### config.mk
export PLATFORM = sky130hd
export DESIGN_NAME = kwm_min_unit
export DESIGN_NICKNAME = d
export VERILOG_FILES = /design/src/hw/rtl/k_way_sorted_merge_assert.svh /design/src/hw/rtl/kwm_pkg.sv /design/src/hw/rtl/kwm_min_unit.sv
export SDC_FILE = /design/constraint.sdc
export NUM_CORES = 1
export LEC_CHECK = 0
export ABC_AREA = 1
export CAP_MARGIN = 20
export CORE_MARGIN = 2
export CORE_UTILIZATION = 37
export DETAILED_ROUTE_END_ITERATION = 16
export DONT_BUFFER_PORTS = 1
export SLEW_MARGIN = 5
export SYNTH_ARGS = -nofsm -noshare
export SYNTH_HDL_FRONTEND = slang
export SYNTH_SLANG_ARGS = --single-unit
### constraint.sdc
create_clock -name clk -period 2.2 [get_ports clk]
set_clock_uncertainty 0.15 [all_clocks]
set_input_delay 0.33 -clock clk [delete_from_list [all_inputs] [get_ports clk]]
set_output_delay 0.33 -clock clk [all_outputs]
set_load 0.01 [all_outputs]
### src/hw/rtl/k_way_sorted_merge_assert.svh
// ----------------------------------------------------------------------------
// Assertion macros for the k-way sorted merge block.
// Each macro expands to one labeled concurrent assertion that reports by $error.
// ----------------------------------------------------------------------------
`ifndef K_WAY_SORTED_MERGE_ASSERT_SVH
`define K_WAY_SORTED_MERGE_ASSERT_SVH

// Same-cycle implication: when ante holds, cons must hold on the same edge.
`define KWM_ASSERT_IMP(label, clk, rst_n, ante, cons, msg) \
	label: assert property (@(posedge clk) disable iff (!rst_n) (ante) |-> (cons)) \
		else $error(msg);

// Next-cycle implication: when ante holds, cons must hold on the following edge.
`define KWM_ASSERT_NEXT(label, clk, rst_n, ante, cons, msg) \
	label: assert property (@(posedge clk) disable iff (!rst_n) (ante) |=> (cons)) \
		else $error(msg);

`endif

### src/hw/rtl/kwm_pkg.sv
// ----------------------------------------------------------------------------
// kwm_pkg
// Sizes, item and result types, and control structs of the k-way merge block.
// ----------------------------------------------------------------------------
package kwm_pkg;

	localparam int NUM_LISTS  = 8;
	localparam int LIST_DEPTH = 64;

	localparam int DATA_W    = 32;
	localparam int IDX_W     = 3;
	localparam int LIST_W    = (NUM_LISTS > 1) ? $clog2(NUM_LISTS) : 1;
	localparam int PTR_W     = (LIST_DEPTH > 1) ? $clog2(LIST_DEPTH) : 1;
	localparam int CNT_W     = $clog2(LIST_DEPTH + 1);
	localparam int RAM_DEPTH = NUM_LISTS * LIST_DEPTH;
	localparam int ADDR_W    = $clog2(RAM_DEPTH);

	localparam logic KIND_PUSH = 1'b0;
	localparam logic KIND_PULL = 1'b1;

	typedef logic [LIST_W-1:0] run_t;
	typedef logic [PTR_W-1:0]  ptr_t;
	typedef logic [CNT_W-1:0]  cnt_t;
	typedef logic [ADDR_W-1:0] addr_t;

	typedef struct packed {
		logic                     kind;
		logic [IDX_W-1:0]         list_index;
		logic signed [DATA_W-1:0] value;
	} item_t;

	typedef struct packed {
		logic signed [DATA_W-1:0] merged_value;
		logic                     has_value;
		logic                     overflow;
	} result_t;

	// Sequencer to minimum unit: start a new search, and one head per cycle.
	typedef struct packed {
		logic clear;
		logic valid;
		run_t run;
	} scan_ctl_t;

	// Minimum unit to sequencer: the running winner of the search.
	typedef struct packed {
		logic                     found;
		run_t                     best_run;
		logic signed [DATA_W-1:0] best_val;
	} min_stat_t;

endpackage

### src/hw/rtl/kwm_min_unit.sv
// ----------------------------------------------------------------------------
// kwm_min_unit
// Shared signed comparator that keeps the smallest head seen in a search.
// ----------------------------------------------------------------------------
module kwm_min_unit (
	input  logic                             clk,
	input  logic                             arst_n,
	input  kwm_pkg::scan_ctl_t               ctl,
	input  logic signed [kwm_pkg::DATA_W-1:0] data,
	output kwm_pkg::min_stat_t               stat
);
	import kwm_pkg::*;

	logic                     found_q;
	run_t                     best_run_q;
	logic signed [DATA_W-1:0] best_val_q;
	logic                     take;

	// Strict less-than keeps the earlier, lower-indexed run on a tie.
	assign take = ctl.valid && (!found_q || (data < best_val_q));

	always_ff @(posedge clk or negedge arst_n) begin
		if (!arst_n) begin
			found_q    <= 1'b0;
			best_run_q <= '0;
			best_val_q <= '0;
		end else if (ctl.clear) begin
			found_q <= 1'b0;
		end else if (take) begin
			found_q    <= 1'b1;
			best_run_q <= ctl.run;
			best_val_q <= data;
		end
	end

	assign stat.found    = found_q;
	assign stat.best_run = best_run_q;
	assign stat.best_val = best_val_q;

endmodule

# After elaboration in Yosys (flattened, before gate mapping)
# Index checks and enable logic that the tools add are counted.
[classes] n_reduce_logical=5 n_bitwise=1 magnitude_cmp=1 mux=2
[ops] cell="32-bit less-than comparator" count=1
[ops] cell="1-bit 2-to-1 mux" count=2
[ops] cell="2-bit AND reduction" count=1
[ops] cell="2-bit nonzero test" count=1
[ops] cell="1-bit logical AND" count=1
[ops] cell="1-bit zero test" count=1
[ops] cell="1-bit logical OR" count=1
[ops] cell="1-bit inverter" count=1
[word_totals] elab_cells=12 ff_bits=36 out_inout_bits=36

# Longest topological paths before layout
[logic_depth] ltp_word=5 depth_mapped=18

# Worst setup path before layout
# No wires, ideal clock.
[synth_path] kind="reg-to-reg" from="register best_val_q[21]" to="register best_val_q[0]" setup_time_ps=117 path_stages_with_launch=14 arrival_time_ps=1801 slack_ps=132 cell_sequence="dfrtp_1 -> inv_1 -> ha_1 -> a21oi_1 -> nor2_1 -> nor2_1 -> nand3_1 -> a21oi_1 -> nand3_1 -> nand3_4 -> nand2_4 -> buf_6 -> nand2_1 -> nand2_1"
[synth_between] elab_chain_len=4
[synth_lines] element="from (decl)" line="kwm_min_unit.sv:16" text="logic signed [DATA_W-1:0] best_val_q;"
[synth_lines] element="from (signal assigned)" line="kwm_min_unit.sv:32" text="best_val_q <= data;"
[synth_lines] element="32-bit less-than comparator" line="kwm_min_unit.sv:20" text="assign take = ctl.valid && (!found_q || (data < best_val_q));"
[synth_lines] element="1-bit logical OR" line="kwm_min_unit.sv:20"
[synth_lines] element="1-bit logical AND" line="kwm_min_unit.sv:20"
[synth_lines] element="2-bit AND reduction (no source line)"
# Every way passes these cells.
# A chain may end at the register's enable or synchronous reset.

# Final worst setup path
[layout_path] from="register best_val_q[19]" to="register best_val_q[3]"
# The elaborated chain is that of the path after synthesis.

==> flow_metrics.py <==
metrics = {
    "run_status": {
        "status": "finished, violations left",
        "violations": "setup timing",
    },
    "route": {
        "vias_per_cell": 5.02,
        "firstDrtPassIters": 4,
        "wl_per_cell_um": 15.5,
        "routed_wl_um": 6580,
        "drc": 0,
        "dr_total_vias": 2134,
        "drtIter0Drc": 61,
        "ant_nets": 0,
    },
    "power_and_ir_drop": {
        "power_leakage_nw": 1.68,
        "design_power_total_mw": 2.75,
        "ir_worst_vdd_mv": 0.360,
        "power_density_nw_per_um2": 832,
    },
    "worst_setup_path": {
        "cp-start-kind": "flip-flop",
        "reg2regPathDepth": 13,
        "critPathCaptureType": "flip-flop",
        "path_class": "flip-flop to flip-flop",
        "arrival_ps": 2270,
        "required_ps": 2230,
        "critical_path.max_fanout": 7,
    },
    "layout": {
        "finalNonFillerCells": 425,
        "drive_above_1_share_pct": 33.7,
        "utilization_pct": 55.9,
        "final_nets": 419,
        "design_area_um2": 3310,
        "area_delta_synth_final_pct": 45.4,
        "num_antenna_cells": 0,
    },
    "cts": {
        "clkLatencyLatePin_ps": 290,
        "root_buffer": "clkbuf_8",
        "htree_levels": 2,
        "cts.reportedPaths.clkPinSlew_ps": 80,
        "ctsLongestPathBuffers": 2,
        "cts_made_buffers": 5,
        "clkSinkCount": 36,
        "cts_tree": "yes",
    },
    "sta": {
        "fin_ws_ps": -43.3,
        "drv_slew": 0,
        "min_period_ps": 2240,
        "clock.fmax_mhz": 446,
        "slew-limit-headroom_pct": 63.1,
        "setup_viol": 27,
        "hold_viol": 0,
        "rsz0062_at_grt": "true",
        "tightest_slew_ps": 552,
        "period_share_pct": 102,
    },
    "die": {
        "pin_count": 75,
        "initial_utilization_pct": 38.4,
        "die_x_um": 82.4,
        "rows": 28,
        "fp.dieH_um": 82.4,
        "core_area_um2": 5920,
        "dieArea_um2": 6790,
    },
    "min_path": {
        "hold_depth": 2,
        "min_path_type": "primary input to flip-flop",
    },
    "global_routing": {
        "antenna_found_initial": 0,
        "track_usage_pct": 17.0,
        "grt_max_degree": 37,
        "grt_pass1_vias": 1946,
        "grt_pass1_wl_um": 8820,
        "grt_overflow_total": 0,
    },
    "synth": {
        "syn_area_um2": 2270,
        "synth-seq-cells": 36,
        "syn-num-nets": 363,
        "synthCells": 293,
        "ys_types": 18,
        "syn_avg_cell_area_um2": 7.76,
        "synth-seq-area-share_pct": 39.6,
        "yosysWarnings": 0,
    },
    "placed_design": {
        "dp_slack_ps": -74.2,
        "placed_cells": 395,
        "placed_cell_area_um2": 2590,
        "port_buffers": 0,
        "hpwl_um": 3990,
        "place_congestion": 0.763,
    },
    "job": {
        "drv_cap": 0,
    },
}
==> cell type report <==
type / instances / area, um2
multi-input combinational: 210 / 1570
clock buffer: 8 / 90.1
timing repair buffer: 54 / 498
sequential: 36 / 901
inverter: 42 / 158
tap: 75 / 93.8
fill: 555 / 2610
==> logic make-up after synthesis <==
| group | synth area share (%) |
|---|---|
| fa+ha+maj | 17.1 |
| simple gates | 28.7 |
| compound gates | 4.73 |
| flops | 39.6 |
| buf+inv | 9.90 |
==> state kept, by name, indices dropped and copies added, names as in the netlist <==
| register | cells |
|---|---|
| found_q | 1 |
| best_val_q | 32 |
| best_run_q | 3 |
==> per-layer routing <==
layer / GRT usage [%] / share of wire [%] / vias to the layer above
met2: 28.9 / 50 / 62
li1: - / - / 1051
met5: 0 / 0 / -
met4: 4.83 / 0.73 / 0
met1: 20.4 / 43 / 1017
met3: 5.65 / 6.3 / 4
==> worst max-delay path, cell delays in order, from the launching register on <==
cell and delay [ps]:
dfrtp_1 380, inv_1 90, ha_4 210, a21oi_2 110, o21ai_1 70, nand2_1 70, nand3_1 80, a21oi_2 210
nand2_1 100, nand2_2 130, nand3_4 190, clkbuf_16 230, nand3_1 60, nand2_1 60
==> synthesized netlist by cell type, drive strengths merged <==
cell	n	share of area, %
dfrtp	36	40
nor3	2	0.66
ha	31	17
clkbuf	3	0.50
inv	42	6.9
nand3	39	9.1
o21a	1	0.33
a21oi	16	3.5
o21ai	4	0.88
nor2	9	1.5
nand4	1	0.28
buf	7	2.5
nand2	102	17
==> cell usage in the layout, fill, tap and decap left out, drive strengths merged <==
cell	Yosys	routed
a21oi	16	16
buf	7	47
clkbuf	3	10
dfrtp	36	36
dlygate4sd3	0	5
ha	31	31
inv	42	42
nand2	102	106
nand3	39	40
nand4	1	1
nor2	9	9
nor3	2	2
o21a	1	1
o21ai	4	4
==> power breakdown <==
group | switching, mW | total [mW] | internal [mW] | leakage (nW)
logic | 0.705 | 1.34 | 0.634 | 1.19
registers | 0.0950 | 0.906 | 0.811 | 0.446
clock network | 0.249 | 0.505 | 0.256 | 0.0455
==> what timing repair did <==
action,in CTS,in global routing
gates cloned,0,7
endpoints found under the setup margin,35,35
pin swaps,0,21
gates resized for setup,2,69
setup buffers,0,9
hold buffers,3,3
endpoints found under the hold margin,37,3
==> final timing paths <==
kind,slack (ps),endpoint,start
hold reg to reg,390,best_run_q[2],best_run_q[2]
setup reg to reg,-40,best_val_q[3],best_val_q[19]
max in group asynchronous,1360,best_val_q[0],arst_n
hold / removal,6,best_val_q[21],data[21]
setup / recovery,-40,best_val_q[3],best_val_q[19]
min in group asynchronous,340,best_val_q[21],arst_n
==> per-stage QoR <==
stage          setup TNS [ps]  hold WS [ps]
6_report                 -529          5.67
5_1_grt                 -3580          1.28
4_1_cts                     0          16.8
3_5_place_dp            -2020          -114
3_3_place_gp             -897          -114
2_1_floorplan               0          -116
Note: power is estimated with default switching activity, not from simulation.
