<file path="config.mk">
export PLATFORM = sky130hd
export DESIGN_NAME = kwm_ctrl
export DESIGN_NICKNAME = d
export VERILOG_FILES = /design/src/hw/rtl/kwm_pkg.sv /design/src/hw/rtl/kwm_ctrl.sv
export VERILOG_INCLUDE_DIRS = /design/src /design/src/hw/rtl
export SDC_FILE = /design/constraint.sdc
export NUM_CORES = 1
export LEC_CHECK = 0
export BUFFER_PORTS_ARGS = -buffer_cell sky130_fd_sc_hd__buf_2
export CAP_MARGIN = 25
export CELL_PAD_IN_SITES_DETAIL_PLACEMENT = 1
export CELL_PAD_IN_SITES_GLOBAL_PLACEMENT = 1
export CORE_ASPECT_RATIO = 1.4
export CORE_MARGIN = 1.5
export CORE_UTILIZATION = 48
export CTS_BUF_LIST = sky130_fd_sc_hd__clkbuf_8
export DETAILED_ROUTE_END_ITERATION = 8
export GPL_ROUTABILITY_DRIVEN = 0
export PLACE_DENSITY = 0.84
export SLEW_MARGIN = 20
export SYNTH_ARGS = -nofsm -noshare
export SYNTH_HDL_FRONTEND = slang
export SYNTH_SLANG_ARGS = --single-unit
</file>
<file path="constraint.sdc">
create_clock -name clk -period 8.71 [get_ports clk]
set_input_delay 1.3065 -clock clk [delete_from_list [all_inputs] [get_ports clk]]
set_output_delay 1.3065 -clock clk [all_outputs]
set_load 0.005 [all_outputs]
</file>
<file path="src/hw/rtl/k_way_sorted_merge_assert.svh">
// ----------------------------------------------------------------------------
// Assertion macros for the k-way sorted merge block.
// Each macro expands to one labeled concurrent assertion that reports by $error.
// ----------------------------------------------------------------------------
`ifndef K_WAY_SORTED_MERGE_ASSERT_SVH
`define K_WAY_SORTED_MERGE_ASSERT_SVH

// Same-cycle implication: when ante holds, cons must hold on the same edge.
`define KWM_ASSERT_IMP(label, clk, rst_n, ante, cons, msg) \
	label: assert property (@(posedge clk) disable iff (!rst_n) (ante) |-> (cons)) \
		else $error(msg);

// Next-cycle implication: when ante holds, cons must hold on the following edge.
`define KWM_ASSERT_NEXT(label, clk, rst_n, ante, cons, msg) \
	label: assert property (@(posedge clk) disable iff (!rst_n) (ante) |=> (cons)) \
		else $error(msg);

`endif

</file>
<file path="src/hw/rtl/kwm_pkg.sv">
// ----------------------------------------------------------------------------
// kwm_pkg
// Sizes, item and result types, and control structs of the k-way merge block.
// ----------------------------------------------------------------------------
package kwm_pkg;

	localparam int NUM_LISTS  = 8;
	localparam int LIST_DEPTH = 64;

	localparam int DATA_W    = 32;
	localparam int IDX_W     = 3;
	localparam int LIST_W    = (NUM_LISTS > 1) ? $clog2(NUM_LISTS) : 1;
	localparam int PTR_W     = (LIST_DEPTH > 1) ? $clog2(LIST_DEPTH) : 1;
	localparam int CNT_W     = $clog2(LIST_DEPTH + 1);
	localparam int RAM_DEPTH = NUM_LISTS * LIST_DEPTH;
	localparam int ADDR_W    = $clog2(RAM_DEPTH);

	localparam logic KIND_PUSH = 1'b0;
	localparam logic KIND_PULL = 1'b1;

	typedef logic [LIST_W-1:0] run_t;
	typedef logic [PTR_W-1:0]  ptr_t;
	typedef logic [CNT_W-1:0]  cnt_t;
	typedef logic [ADDR_W-1:0] addr_t;

	typedef struct packed {
		logic                     kind;
		logic [IDX_W-1:0]         list_index;
		logic signed [DATA_W-1:0] value;
	} item_t;

	typedef struct packed {
		logic signed [DATA_W-1:0] merged_value;
		logic                     has_value;
		logic                     overflow;
	} result_t;

	// Sequencer to minimum unit: start a new search, and one head per cycle.
	typedef struct packed {
		logic clear;
		logic valid;
		run_t run;
	} scan_ctl_t;

	// Minimum unit to sequencer: the running winner of the search.
	typedef struct packed {
		logic                     found;
		run_t                     best_run;
		logic signed [DATA_W-1:0] best_val;
	} min_stat_t;

endpackage

</file>
<file path="src/hw/rtl/kwm_ctrl.sv">
// ----------------------------------------------------------------------------
// kwm_ctrl
// Sequencer and run table: push writes, head scan and pull commit.
// ----------------------------------------------------------------------------
`include "k_way_sorted_merge_assert.svh"

module kwm_ctrl (
	input  logic                      clk,
	input  logic                      arst_n,
	input  logic                      start,
	output logic                      busy,
	input  kwm_pkg::item_t            item,
	output logic                      done,
	output kwm_pkg::result_t          result,
	output logic                      ram_we,
	output kwm_pkg::addr_t            ram_waddr,
	output logic [kwm_pkg::DATA_W-1:0] ram_wdata,
	output logic                      ram_re,
	output kwm_pkg::addr_t            ram_raddr,
	output kwm_pkg::scan_ctl_t        min_ctl,
	input  kwm_pkg::min_stat_t        min_stat
);
	import kwm_pkg::*;

	localparam int SUM_W = CNT_W + 1;

	typedef enum logic [2:0] {
		ST_IDLE,
		ST_PUSH,
		ST_SCAN,
		ST_DRAIN,
		ST_COMMIT
	} state_t;

	state_t  state_q;
	item_t   item_q;
	run_t    cur_q;
	ptr_t    rp_q   [NUM_LISTS];
	cnt_t    fill_q [NUM_LISTS];
	logic    rd_valid_s1;
	run_t    rd_run_s1;
	logic    done_q;
	result_t result_q;

	logic             accept;
	run_t             sel_run;
	ptr_t             sel_rp;
	cnt_t             sel_fill;
	logic             push_ok;
	logic [SUM_W-1:0] slot_sum;
	logic [SUM_W-1:0] slot_wrap;
	ptr_t             tail_slot;
	ptr_t             rp_inc;
	addr_t            run_base;

	assign accept = start && !busy;
	assign busy   = (state_q != ST_IDLE);

	// A single run is looked at per cycle: the pushed run, the scanned run,
	// or the winner while a pull commits.
	assign sel_run  = (state_q == ST_COMMIT) ? min_stat.best_run : cur_q;
	assign sel_rp   = rp_q[sel_run];
	assign sel_fill = fill_q[sel_run];

	assign push_ok = (int'(item_q.list_index) < NUM_LISTS) &&
	                 (sel_fill < CNT_W'(LIST_DEPTH));

	// Tail slot is (head + fill) modulo the depth; the sum stays below twice it.
	assign slot_sum  = SUM_W'(sel_rp) + SUM_W'(sel_fill);
	assign slot_wrap = (slot_sum >= SUM_W'(LIST_DEPTH)) ? slot_sum - SUM_W'(LIST_DEPTH)
	                                                    : slot_sum;
	assign tail_slot = PTR_W'(slot_wrap);
	assign rp_inc    = (sel_rp == PTR_W'(LIST_DEPTH - 1)) ? '0 : sel_rp + ptr_t'(1);
	assign run_base  = ADDR_W'(sel_run) * ADDR_W'(LIST_DEPTH);

	assign ram_we    = (state_q == ST_PUSH) && push_ok;
	assign ram_waddr = run_base + ADDR_W'(tail_slot);
	assign ram_wdata = item_q.value;
	assign ram_re    = (state_q == ST_SCAN);
	assign ram_raddr = run_base + ADDR_W'(sel_rp);

	assign min_ctl.clear = accept;
	assign min_ctl.valid = rd_valid_s1;
	assign min_ctl.run   = rd_run_s1;

	always_ff @(posedge clk or negedge arst_n) begin
		if (!arst_n) begin
			state_q     <= ST_IDLE;
			item_q      <= '0;
			cur_q       <= '0;
			rd_valid_s1 <= 1'b0;
			rd_run_s1   <= '0;
			done_q      <= 1'b0;
			result_q    <= '0;
			for (int i = 0; i < NUM_LISTS; i++) begin
				rp_q[i]   <= '0;
				fill_q[i] <= '0;
			end
		end else begin
			done_q      <= 1'b0;
			rd_valid_s1 <= (state_q == ST_SCAN) && (sel_fill != '0);
			rd_run_s1   <= cur_q;
			case (state_q)
				ST_IDLE: begin
					if (accept) begin
						item_q <= item;
						if (item.kind == KIND_PULL) begin
							cur_q   <= '0;
							state_q <= ST_SCAN;
						end else begin
							cur_q   <= LIST_W'(item.list_index);
							state_q <= ST_PUSH;
						end
					end
				end
				ST_PUSH: begin
					if (push_ok) begin
						fill_q[sel_run] <= sel_fill + cnt_t'(1);
					end
					result_q.merged_value <= '0;
					result_q.has_value    <= 1'b0;
					result_q.overflow     <= !push_ok;
					done_q                <= 1'b1;
					state_q               <= ST_IDLE;
				end
				ST_SCAN: begin
					cur_q <= cur_q + run_t'(1);
					if (cur_q == LIST_W'(NUM_LISTS - 1)) begin
						state_q <= ST_DRAIN;
					end
				end
				ST_DRAIN: begin
					state_q <= ST_COMMIT;
				end
				ST_COMMIT: begin
					if (min_stat.found) begin
						rp_q[sel_run]         <= rp_inc;
						fill_q[sel_run]       <= sel_fill - cnt_t'(1);
						result_q.merged_value <= min_stat.best_val;
						result_q.has_value    <= 1'b1;
					end else begin
						result_q.merged_value <= '0;
						result_q.has_value    <= 1'b0;
					end
					result_q.overflow <= 1'b0;
					done_q            <= 1'b1;
					state_q           <= ST_IDLE;
				end
				default: begin
					state_q <= ST_IDLE;
				end
			endcase
		end
	end

	assign done   = done_q;
	assign result = result_q;

	`KWM_ASSERT_NEXT(a_accept_busy, clk, arst_n, accept, busy, "accepted transfer did not start work")
	`KWM_ASSERT_IMP(a_done_idle, clk, arst_n, done_q, !busy, "result strobe while still busy")
	`KWM_ASSERT_IMP(a_empty_zero, clk, arst_n, done_q && !result_q.has_value, result_q.merged_value == '0, "result without value is not zero")
	`KWM_ASSERT_IMP(a_flags_excl, clk, arst_n, done_q, !(result_q.has_value && result_q.overflow), "value and overflow flagged together")
	`KWM_ASSERT_IMP(a_fill_bound, clk, arst_n, (state_q == ST_PUSH) && (int'(item_q.list_index) < NUM_LISTS), sel_fill <= CNT_W'(LIST_DEPTH), "run fill count above depth")

endmodule

</file>
# == Word-level counts from Yosys, hierarchy flattened ==
# Cells that the tools add are included.
# totals
inputBits,75
word_cells,94
ff_bits,181
out_inout_bits,93
# classes
n_bitwise,1
eq_ne,10
addsub,8
muxes,29
order_cmp,4
reduce_logical,17
# op_table
op,n
56-bit bitwise mux,2
56-bit two-way mux,2
56-bit one-hot mux with 2 select lines,1
34-bit one-hot mux with 2 select lines,1
48-bit bitwise mux,1
33-bit two-way mux,1
6-bit two-way mux,5
7-bit binary-select mux with 3-bit select,1
7-bit demux with 3-bit select,1
7-bit two-way mux,3
9-bit by 6-bit adder with 9-bit output,2
6-bit binary-select mux with 3-bit select,1
6-bit demux with 3-bit select,1
3-bit two-way mux,5
3-bit one-hot mux with 3 select lines,1
6-bit by 7-bit adder with 8-bit output,1
"8-bit by 7-bit >= comparator with 1-bit output, second input constant",1
2-bit AND reduction,4
"7-bit by 1-bit adder with 7-bit output, second input constant",1
"7-bit < comparator, second input constant",1
7-bit nonzero test,1
"7-bit by 1-bit subtractor with 7-bit output, second input constant",1
"6-bit by 1-bit adder with 6-bit output, second input constant",1
"3-bit by 2-bit == test with 1-bit output, second input constant",2
20 further kinds,28

# == Depth between registers and ports, before layout ==
# Gate-level depths: netlist (run 1).
# logic_depth
depth_word,10
ltp_mapped,17
depth_no_buf,13

# == Least setup slack after synthesis (run 1) ==
# No wires, ideal clock.
# synth_timing
path_type,input-to-output
startpoint,input port min_stat[34] in the netlist's numbering
endpoint,output port ram_waddr[5]
required_time_ps,7404
arrival_ps,3945
cell_stages,16
path_buffers,3
setup_slack_ps,3459
cell_sequence,and4bb_2 > a21oi_4 > inv_2 > buf_2 > buf_2 > buf_2 > nand2_1 > a311oi_1 > a31oi_1 > inv_1 > ha_1 > inv_1 > maj3_1 > o221a_2 > nor2_1 > xnor2_1
# synth_between
elab_chain_cells,9
word_cells_on_any_way,13
cone_classes,add/sub (3); order compare (1); mux (8); bitwise (1)
# synth_lines
element,line,text
from (decl),kwm_ctrl.sv:21,input kwm_pkg::min_stat_t min_stat
3-bit two-way mux *,kwm_ctrl.sv:61,assign sel_run = (state_q == ST_COMMIT) ? min_stat.best_run : cur_q;
3-bit inverter with 4-bit output (not written as such) *,"kwm_ctrl.sv:62, kwm_ctrl.sv:63",
6-bit binary-select mux with 3-bit select or 7-bit binary-select mux with 3-bit select (tied branches),"kwm_ctrl.sv:62, kwm_ctrl.sv:63",
6-bit two-way mux (not written as such) or 7-bit two-way mux (tied branches) (2 in series),"kwm_ctrl.sv:62, kwm_ctrl.sv:63",
6-bit by 7-bit adder with 8-bit output *,kwm_ctrl.sv:69,assign slot_sum = SUM_W'(sel_rp) + SUM_W'(sel_fill);
8-bit by 7-bit >= comparator with 1-bit output or 6-bit by 1-bit subtractor with 6-bit output (tied branches),kwm_ctrl.sv:70,assign slot_wrap = (slot_sum >= SUM_W'(LIST_DEPTH)) ? slot_sum - SUM_W'(LIST_DEPTH)
6-bit two-way mux *,kwm_ctrl.sv:70,
9-bit by 6-bit adder with 9-bit output *,kwm_ctrl.sv:77,assign ram_waddr = run_base + ADDR_W'(tail_slot);
to (decl),kwm_ctrl.sv:16,"output kwm_pkg::addr_t ram_waddr,"
# Every way passes the cells marked *; elsewhere a longest branch is shown, timed or not. The select of a mux whose other input is x is not followed.

# == Worst setup path after layout (run 1) ==
# layout_timing
startpoint,register state_q[0]
endpoint,output port ram_waddr[4]
# layout_between
elab_chain_cells,10
word_cells_on_any_way,14
cone_classes,add/sub (3); order compare (1); eq/ne (1); mux (8); bitwise (1)
# layout_lines
element,line,text
from (decl),kwm_ctrl.sv:35,state_t state_q;
from (signal assigned),kwm_ctrl.sv:88,state_q <= ST_IDLE;
from (signal assigned),kwm_ctrl.sv:109,state_q <= ST_SCAN;
from (signal assigned),kwm_ctrl.sv:112,state_q <= ST_PUSH;
3-bit == test *,kwm_ctrl.sv:61,
3-bit two-way mux *,kwm_ctrl.sv:61,
3-bit inverter with 4-bit output (not written as such) *,"kwm_ctrl.sv:62, kwm_ctrl.sv:63",
6-bit binary-select mux with 3-bit select or 7-bit binary-select mux with 3-bit select (tied branches),"kwm_ctrl.sv:62, kwm_ctrl.sv:63",
6-bit two-way mux (not written as such) or 7-bit two-way mux (tied branches) (2 in series),"kwm_ctrl.sv:62, kwm_ctrl.sv:63",
6-bit by 7-bit adder with 8-bit output *,kwm_ctrl.sv:69,
8-bit by 7-bit >= comparator with 1-bit output or 6-bit by 1-bit subtractor with 6-bit output (tied branches),kwm_ctrl.sv:70,
6-bit two-way mux *,kwm_ctrl.sv:70,
9-bit by 6-bit adder with 9-bit output *,kwm_ctrl.sv:77,
# Marks and branches as above.

==> summary by stage, run 1 <==
Synth
The post-synth design cell area is 8396 um2. The synthesized design contains ~180 register bits. The combinational family with the most area after synthesis is multiplexers. The adder-cell share of the synthesized area is 0.01610. The most common cell in the synthesized netlist is sky130_fd_sc_hd__dfrtp_1.

The share of synthesized area in the top cell type comes to 0.5395. The multiplexer share of the synthesized area is 0.1414. In the synthesized netlist, the number of instances is roughly 750.

Averaged over all synthesized cells, the footprint is 11.25 um2. The most used flip-flop cell after synthesis is sky130_fd_sc_hd__dfrtp_1. Counting every net in the synthesized netlist gives 831. Of the synthesized area, sequential elements account for 0.5395. By area the synthesized netlist is led by sky130_fd_sc_hd__dfrtp_1, sky130_fd_sc_hd__mux2_2, sky130_fd_sc_hd__nand2_1, sky130_fd_sc_hd__a22o_1, sky130_fd_sc_hd__o21ai_0. The fraction of the mapped netlist area in compound gates came to 0.1322. The share of the synthesized netlist area taken by xor and xnor gates is 0.01833.

Counting instances in the post-synthesis netlist gives the leading cell types as sky130_fd_sc_hd__dfrtp_1, sky130_fd_sc_hd__nand2_1, sky130_fd_sc_hd__mux2_2. The dominant cell type by area after synthesis is sky130_fd_sc_hd__dfrtp_1. Synthesis instantiated between 60 and 70 different standard cells from the library. Of the total synthesized cell area, the portion taken by AND, OR, NAND and NOR gates is 0.1136.

Of all flip-flops after synthesis, the portion carrying an async set or reset was 1.000. During synthesis, Yosys emitted a total of 0 warnings. The number of flops mapped to enable cells by yosys is 0.

Power
The leakage power figure is roughly 4.8 nW. The peak supply drop is between 0.15 and 0.2 mV. The total power per unit cell area is roughly 360 nW/um2. The final total power is around 0.0035 W.

Drt
In the final routed layout, each cell accounts on average for slightly below 20 um. The number of DRC markers in iteration 0 is about 280. The number of vias after detailed routing is ~6400. The number of nets with antenna violations after detailed routing is 0.

The first-pass iteration count of the detailed router is 4. Dividing the detail-routed via count by the number of cells gives around 5.6. The aggregate routed wire length is roughly 23000 um. For this run, design rule violations remaining after detail routing come to 0.

Floorplanning
The overall die area is around 18000 um2. The starting density of the core is 0.4864. The number of primary I/O pins is around 170. The y dimension of the die is about 160 um. The floorplan has between 50 and 60 rows. The core box area is between 15000 and 20000 um2. The die boundary width is 114.8 um.

Placed design
In this run, placement finished with an instance count of 1108. The total half-perimeter wirelength after legalization and detailed placement is around 15000 um. Buffers placed on the I/O ports in this run total about 170. Summing all placed instances gives a cell area of 9360 um2.

Timing
The number of endpoints with negative hold slack in the final report is 0. The peak clock frequency supported by timing is between 0.15 and 0.2 GHz. Clock skew on the completed layout was measured at between 0.01 and 0.015 ns. The number of pins with negative max-slew slack in the final report came to 0. Setup violations remaining at the end of the flow were counted as 0. Setup repair after global routing left no endpoint under its margin. After layout, the minimum clock period comes to 6.324 ns. The max-slew headroom at the worst pin is 0.3841.

Summed over all failing endpoints, the final setup total negative slack is 0 ns. For the pin with the worst max-slew slack, the measured transition is 0.9204 ns. The final clock period utilization by the worst path is 0.7261.

Clock tree
The clock edge transition at the registers on the reported setup and hold paths is 0.09 ns. Post-CTS timing repair inserted 0 buffers for setup. For this design, the CTS-stage hold fixing added 0 buffers. The clock passes through at most 2 buffers. The number of H-tree levels is 4. After clock tree synthesis, the repair step resized 0 gates. In this run, CTS created clock tree buffers numbering 17.

The later pin in the worst-skew pair is clocked with a latency of 0.47 ns. The clock net sink count is approximately 180. The CTS tree is yes. The clock root buffer is sky130_fd_sc_hd__clkbuf_8.

Setup path
The biggest fanout along the worst timing path is 44. The critical path class is register to output pin. The kind of launch point of the worst setup path is a register. Data on the critical path is required at its endpoint by 7.40 ns. The critical path data arrival time is 5.02 ns.

The kind of end point of the critical path is an output pin.

Run
The number of max-capacitance violations reported is 0.

Finish
The sequential standard cell area is 4529 um2. The antenna cell count is 0. The multi-input combinational cells in the finished layout cover a total of ~3600 um2. After filler insertion, the fill cell instance count of the layout stands at ~1900. In the final layout, the share of cells above drive strength 1 is 0.3646. The layout-stage area growth over the synthesis result is 17.23%. The number of nets in the finished design is 977. The finished cells cover slightly below 10000 um2. The post-route non-filler standard cell count is between 1000 and 1500.

Global routing
The first global-routing pass estimated between 30000 and 40000 um of wire. The number of global-route vias before repair was a little over 7000. The initial antenna violation count was 0. Summed over all layers, the global routing overflow is 0. Entering global routing, the biggest net connects slightly below 80 pins. The total global-route track usage is 0.2609.

Min path
The tightest min-delay check is of the register to register type.

Outcome
The run finished with clean final reports.
-- report_power, final --
group	internal, W	leakage (nW)	switching [W]
clock	0.000332	0.217	0.000320
sequential	0.00110	2.40	0.000161
combinational	0.000650	2.17	0.000982
total	0.00208	4.79	0.00146
-- state kept, by name, summed over array words and instances (netlist names), named ones only --
register     cells
ram_wdata       32
rp_q            48
state_q          3
rd_valid_s1      1
fill_q          48
cur_q            3
result          34
done             1
rd_run_s1        3
-- placed cells by master, fill, tap and decap left out, types with 4 or more instances in the layout --
| cell type | count |
|---|---|
| sky130_fd_sc_hd__dfrtp_1 | 181 |
| sky130_fd_sc_hd__buf_2 | 166 |
| sky130_fd_sc_hd__nand2_1 | 125 |
| sky130_fd_sc_hd__mux2_2 | 92 |
| sky130_fd_sc_hd__o21ai_0 | 48 |
| sky130_fd_sc_hd__a22o_1 | 32 |
| sky130_fd_sc_hd__nor2_1 | 23 |
| sky130_fd_sc_hd__nor3_1 | 20 |
| sky130_fd_sc_hd__inv_1 | 19 |
| sky130_fd_sc_hd__nand3_1 | 19 |
| sky130_fd_sc_hd__clkbuf_8 | 19 |
| sky130_fd_sc_hd__a21oi_1 | 17 |
| sky130_fd_sc_hd__ha_1 | 10 |
| sky130_fd_sc_hd__nand4_1 | 9 |
| sky130_fd_sc_hd__buf_4 | 8 |
| sky130_fd_sc_hd__mux2i_1 | 7 |
| sky130_fd_sc_hd__xnor2_1 | 7 |
| sky130_fd_sc_hd__a22oi_1 | 6 |
| sky130_fd_sc_hd__a31oi_1 | 5 |
| sky130_fd_sc_hd__xor2_1 | 5 |
| sky130_fd_sc_hd__a211oi_1 | 4 |
| sky130_fd_sc_hd__a311oi_1 | 4 |
| sky130_fd_sc_hd__and3_1 | 4 |
| sky130_fd_sc_hd__bufinv_16 | 4 |
| sky130_fd_sc_hd__clkinvlp_4 | 4 |
-- path summary, 6_finish.rpt --
check | startpoint | to | slack [ns] | depth (start not counted)
worst max-delay path | state_q[0]$_DFFE_PN0P_ | ram_waddr[4] | 2.39 | 14
worst min-delay path | rp_q[14]$_DFFE_PN0P_ | rp_q[14]$_DFFE_PN0P_ | 0.50 | 2
worst max register to register | state_q[0]$_DFFE_PN0P_ | fill_q[23]$_DFFE_PN0P_ | 4.12 | 13
worst min register to register | rp_q[14]$_DFFE_PN0P_ | rp_q[14]$_DFFE_PN0P_ | 0.50 | 2
max in group asynchronous | arst_n | result[24]$_DFFE_PN0N_ | 6.83 | 2
min in group asynchronous | arst_n | rd_run_s1[2]$_DFF_PN0_ | 0.74 | 1
-- final cells by class --
| type | instances | area share |
|---|---|---|
| clock inverter | 13 | 0.01958 |
| clock buffer | 19 | 0.02657 |
| inverter | 22 | 0.008391 |
| multi-input combinational | 494 | 0.3608 |
| timing repair buffer | 176 | 0.09446 |
| sequential | 181 | 0.4602 |
| tap | 236 | 0.03000 |
-- critical path: stages (launching register included) --
cell and delay [ns]:
sky130_fd_sc_hd__dfrtp_1 0.56, sky130_fd_sc_hd__or3b_1 0.61, sky130_fd_sc_hd__a21oi_4 0.20, sky130_fd_sc_hd__buf_4 0.44
sky130_fd_sc_hd__inv_2 0.48, sky130_fd_sc_hd__nor3_1 0.34, sky130_fd_sc_hd__a311oi_2 0.09, sky130_fd_sc_hd__o21ai_2 0.40
sky130_fd_sc_hd__inv_1 0.17, sky130_fd_sc_hd__ha_1 0.25, sky130_fd_sc_hd__ha_1 0.20, sky130_fd_sc_hd__o21a_1 0.21
sky130_fd_sc_hd__o31ai_1 0.28, sky130_fd_sc_hd__xnor2_1 0.16, sky130_fd_sc_hd__buf_2 0.13
-- per-layer routing --
layer,share of wire,vias to the layer above,track usage
met3,0.054,53,0.06662
met1,0.40,3196,0.3091
met5,0,-,0
met2,0.51,198,0.4437
li1,-,2926,-
met4,0.036,0,0.1167
-- cells by family after synthesis --
| family | count (synthesis) |
|---|---|
| AND/OR/NAND/NOR | 214 |
| flip-flops | 181 |
| AO/OA/AOI/OAI | 150 |
| multiplexers | 104 |
| buffers and inverters | 71 |
| XOR/XNOR | 15 |
| adder cells (fa/ha/maj) | 11 |
-- per-stage QoR --
stage          hold WS (ns)  utilization  setup slack, ns
2_1_floorplan        0.4147            -            3.459
3_3_place_gp         0.4616       0.5423            2.718
3_5_place_dp         0.4740       0.5423            2.508
4_1_cts              0.4960       0.5687            2.364
5_1_grt              0.5193       0.5702            2.052
6_report             0.4960       0.5702            2.386
Power figures use the tool's default switching activity.
==> run 2: changes to the inputs <==
--- a/config.mk
+++ b/config.mk
@@ -12,11 +12,11 @@
 export CELL_PAD_IN_SITES_GLOBAL_PLACEMENT = 1
 export CORE_ASPECT_RATIO = 1.4
 export CORE_MARGIN = 1.5
-export CORE_UTILIZATION = 48
+export CORE_UTILIZATION = 45
 export CTS_BUF_LIST = sky130_fd_sc_hd__clkbuf_8
 export DETAILED_ROUTE_END_ITERATION = 8
 export GPL_ROUTABILITY_DRIVEN = 0
-export PLACE_DENSITY = 0.84
+export PLACE_DENSITY = 0.8
 export SLEW_MARGIN = 20
 export SYNTH_ARGS = -nofsm -noshare
 export SYNTH_HDL_FRONTEND = slang
==> constraint.sdc (replaced) <==
create_clock -name clk -period 6.1 [get_ports clk]
set_input_delay 0.915 -clock clk [delete_from_list [all_inputs] [get_ports clk]]
set_output_delay 0.915 -clock clk [all_outputs]
set_load 0.005 [all_outputs]
==> run 2 against run 1 <==
  * Register-to-register slack got worse by 2.2 ns
  * Die area rose by 6.5%
  * Clock skew fell by 0.0020 ns
  * First-iteration DRC count fell by 2.5%
  * Sequential power rose by 43%
  * Sequential cell count did not move
  * Critical path type unchanged
  * Critical endpoint is now ram_waddr[5]
  * Largest cell class unchanged
==> summary by stage, run 2 (synthesized netlist as in run 1, its figures left out) <==
Timing
The smallest clock period supported by the final layout is computed as approximately 5.3 ns. Setup repair after global routing left no endpoint under its margin. The worst clock skew was 0.01213 ns (-0.002029 ns). The number of pins with negative max-slew slack in the final report was 0 (unchanged).

The number of endpoints with negative hold slack in the final report is 0 (unchanged). The peak clock frequency supported by timing is 0.1877 GHz. The slew at the pin closest to its max-slew limit is 0.9448 ns (+0.02435 ns).

The final clock period utilization by the worst path is 0.8735. The accumulated negative setup slack is 0 ns (unchanged). The max-slew headroom at the worst pin is 0.3678 (-0.01629). The final-report setup violation count is 0 (unchanged). The final-layout worst hold slack is 0.4616 ns (-0.03438 ns).

Setup path
Walking the worst path, the cells encountered are or3b_1 > mux2i_4 > inv_2 > nor3_1 > a311oi_2 > o21ai_2 > inv_1 > ha_1 > inv_1 > maj3_1 > o221a_2 > nor2_1 > xnor2_1 > buf_2. The critical path required time is 5.18 ns (-2.22 ns). The startpoint of the worst register-to-register path is state_q[0]$_DFFE_PN0P_.

By instance count, the cell type seen most on the critical path is sky130_fd_sc_hd__inv_1. The logic depth of the worst register-to-register path is 10 (-3). Grouping stages by cell kind, the critical path spends the most delay in simple AND/OR/NAND/NOR gates. The critical path startpoint is state_q[0]$_DFFE_PN0P_. The biggest fanout along the worst timing path is 27 (-39%).

The termination of the worst setup path is ram_waddr[5]. The number of stages on the worst setup path is 14 (unchanged). The cell with the largest stage delay on the worst path is sky130_fd_sc_hd__or3b_1.

The critical path class is register to output pin. The critical path data arrival time is 4.41 ns (-0.61 ns). The kind of end point of the critical path is an output pin.

The sum of buffers and inverters on the critical path came to 4 (unchanged). The worst reg-to-reg setup slack is 1.92 ns (-2.20 ns). The endpoint identified for the worst register-to-register timing path is fill_q[27]$_DFFE_PN0P_.

The longest individual stage delay on the worst path is 0.59 ns (-0.02 ns). The worst setup path is launched from a register.

Finish
The share of cells above drive strength 1 is 0.3628 (-0.001809). The layout-stage area growth over the synthesis result is 16.63%. The utilization of the core after routing is 0.5397 (-0.03052). Leaving out fill and tap cells, the most frequent cell in the layout is sky130_fd_sc_hd__dfrtp_1.

Leaving out fill and tap cells, the most frequent cells in the layout are sky130_fd_sc_hd__dfrtp_1, sky130_fd_sc_hd__buf_2, sky130_fd_sc_hd__nand2_1. The number of nets in the finished design came to 976 (-0.10%). The finished layout cell area is 9792 um2 (-0.51%).

Power
The peak supply drop came to 0.2235 mV (+16%). The total power per unit cell area is 513.4 nW/um2 (+43%). The final total power is 0.005027 W (+42%). The leakage power figure is 4.754 nW (-0.68%).

Floorplanning
The overall die area was 19500 um2 (+6.5%). The starting density of the core is 0.4628 (-0.02368). The number of primary I/O pins is 168 (unchanged).

The core box area is 18140 um2 (+5.1%). The y dimension of the die is 164.6 um (+3.2%). The number of cell rows is 58 (+1.8%). The die boundary width is 118.4 um (+3.2%).

Clock tree
The buffer levels on the longest clock path is 2 (unchanged). The number of H-tree levels is 4 (unchanged). The count of buffers added by post-CTS timing repair for setup is 0 (unchanged).

The clock latency at the later pin of the worst-skew pair was 0.47 ns (about the same). The number of gates given a new drive strength after cts is 0 (unchanged). The clock buffer count from CTS is 17 (unchanged). The clock edge transition at the registers on the reported setup and hold paths came to 0.10 ns (about the same).

The number of hold-repair buffers added at the cts stage came to 0 (unchanged). The root buffer cell chosen for the clock tree is sky130_fd_sc_hd__clkbuf_8. The CTS tree is yes. The clock net sink count was 181 (unchanged).

Placed design
The instance area after placement is 9365 um2 (about the same). The total half-perimeter wirelength after legalization and detailed placement is 16080 um (+4.1%). The count of buffers inserted at the top-level ports is 167 (unchanged).

Drt
The number of DRC markers in iteration 0 is 277 (-2.5%). The first-pass iteration count of the detailed router is 4 (unchanged). The average wire per standard cell is 20.07 um (+1.7%).

The via-per-instance ratio was 5.526 (-1.1%). The number of vias after detailed routing is 6327 (-0.72%). The final routed DRC violation total came to 0 (unchanged). The aggregate routed wire length is 22980 um (+2.1%).

The number of nets with antenna violations after detailed routing is 0 (unchanged).

Global routing
The global route total overflow is 0 (unchanged). The total global-route track usage is 0.2477 (-0.01320). The global-route wire length before repair was 37240 um (+0.88%).

The number of global-route vias before repair was 7004 (-1.2%). The largest net degree at the start of global routing is 80 (+3.9%). The initial antenna violation count is 1 (+1).

Run
The number of max-capacitance violations reported came to 0 (unchanged).

Outcome
The run finished with clean final reports.

Min path
The worst min-delay path class is primary input to async pin.
run 2: through the flow:
stage          worst slack [ns]  std cells
2_1_floorplan             1.632        746
3_3_place_gp              1.239       1112
3_5_place_dp              1.125       1112
4_1_cts                  0.7536       1144
5_1_grt                  0.4875       1145
6_report                 0.7719       1145
run 2: how the worst min path moves through the flow:
stage	depth (start not counted)	slack [ns]	startpoint	to
floorplan	0	0.41	cur_q[1]$_DFFE_PN0P_	rd_run_s1[1]$_DFF_PN0_
global placement	2	0.46	rp_q[33]$_DFFE_PN0P_	rp_q[33]$_DFFE_PN0P_
detailed placement	2	0.47	result[1]$_DFFE_PN0N_	result[1]$_DFFE_PN0N_
CTS	1	0.49	arst_n	rp_q[13]$_DFFE_PN0P_
global route	1	0.51	arst_n	rp_q[45]$_DFFE_PN0P_
finish	1	0.46	arst_n	rp_q[45]$_DFFE_PN0P_
run 2: layer usage:
layer	GRT usage	share of wire
met4	0.1123	0.029
met5	0	0
met2	0.4495	0.52
met1	0.2798	0.40
met3	0.05318	0.046
run 2: area by class of cell:
class / count / area (um2)
clock inverters: 14 / 176.4
flip-flops and latches: 181 / 4529
diodes: 1 / 2.502
repair buffers: 175 / 902.1
fillers: 2032 / 8351
multi-input cells: 494 / 3551
clock buffers: 18 / 247.7
well taps: 240 / 300.3
inverters: 22 / 82.58
run 2: worst reg2reg max path: stages (launching register included):
cell and delay, ns:
sky130_fd_sc_hd__dfrtp_1 0.55, sky130_fd_sc_hd__or3b_1 0.59, sky130_fd_sc_hd__mux2i_4 0.26, sky130_fd_sc_hd__inv_2 0.48, sky130_fd_sc_hd__nor2_1 0.24, sky130_fd_sc_hd__o2bb2ai_1 0.22
sky130_fd_sc_hd__a211oi_4 0.58, sky130_fd_sc_hd__nand4_1 0.35, sky130_fd_sc_hd__a2bb2oi_2 0.26, sky130_fd_sc_hd__xor2_2 0.21, sky130_fd_sc_hd__mux2_1 0.33
run 2: report_power, final:
part	leakage, nW	internal, W	total [W]	switching (W)
logic	2.16	0.000934	0.00235	0.00142
clock network	0.197	0.000420	0.000873	0.000453
registers	2.40	0.00157	0.00180	0.000233
total	4.75	0.00292	0.00503	0.00211
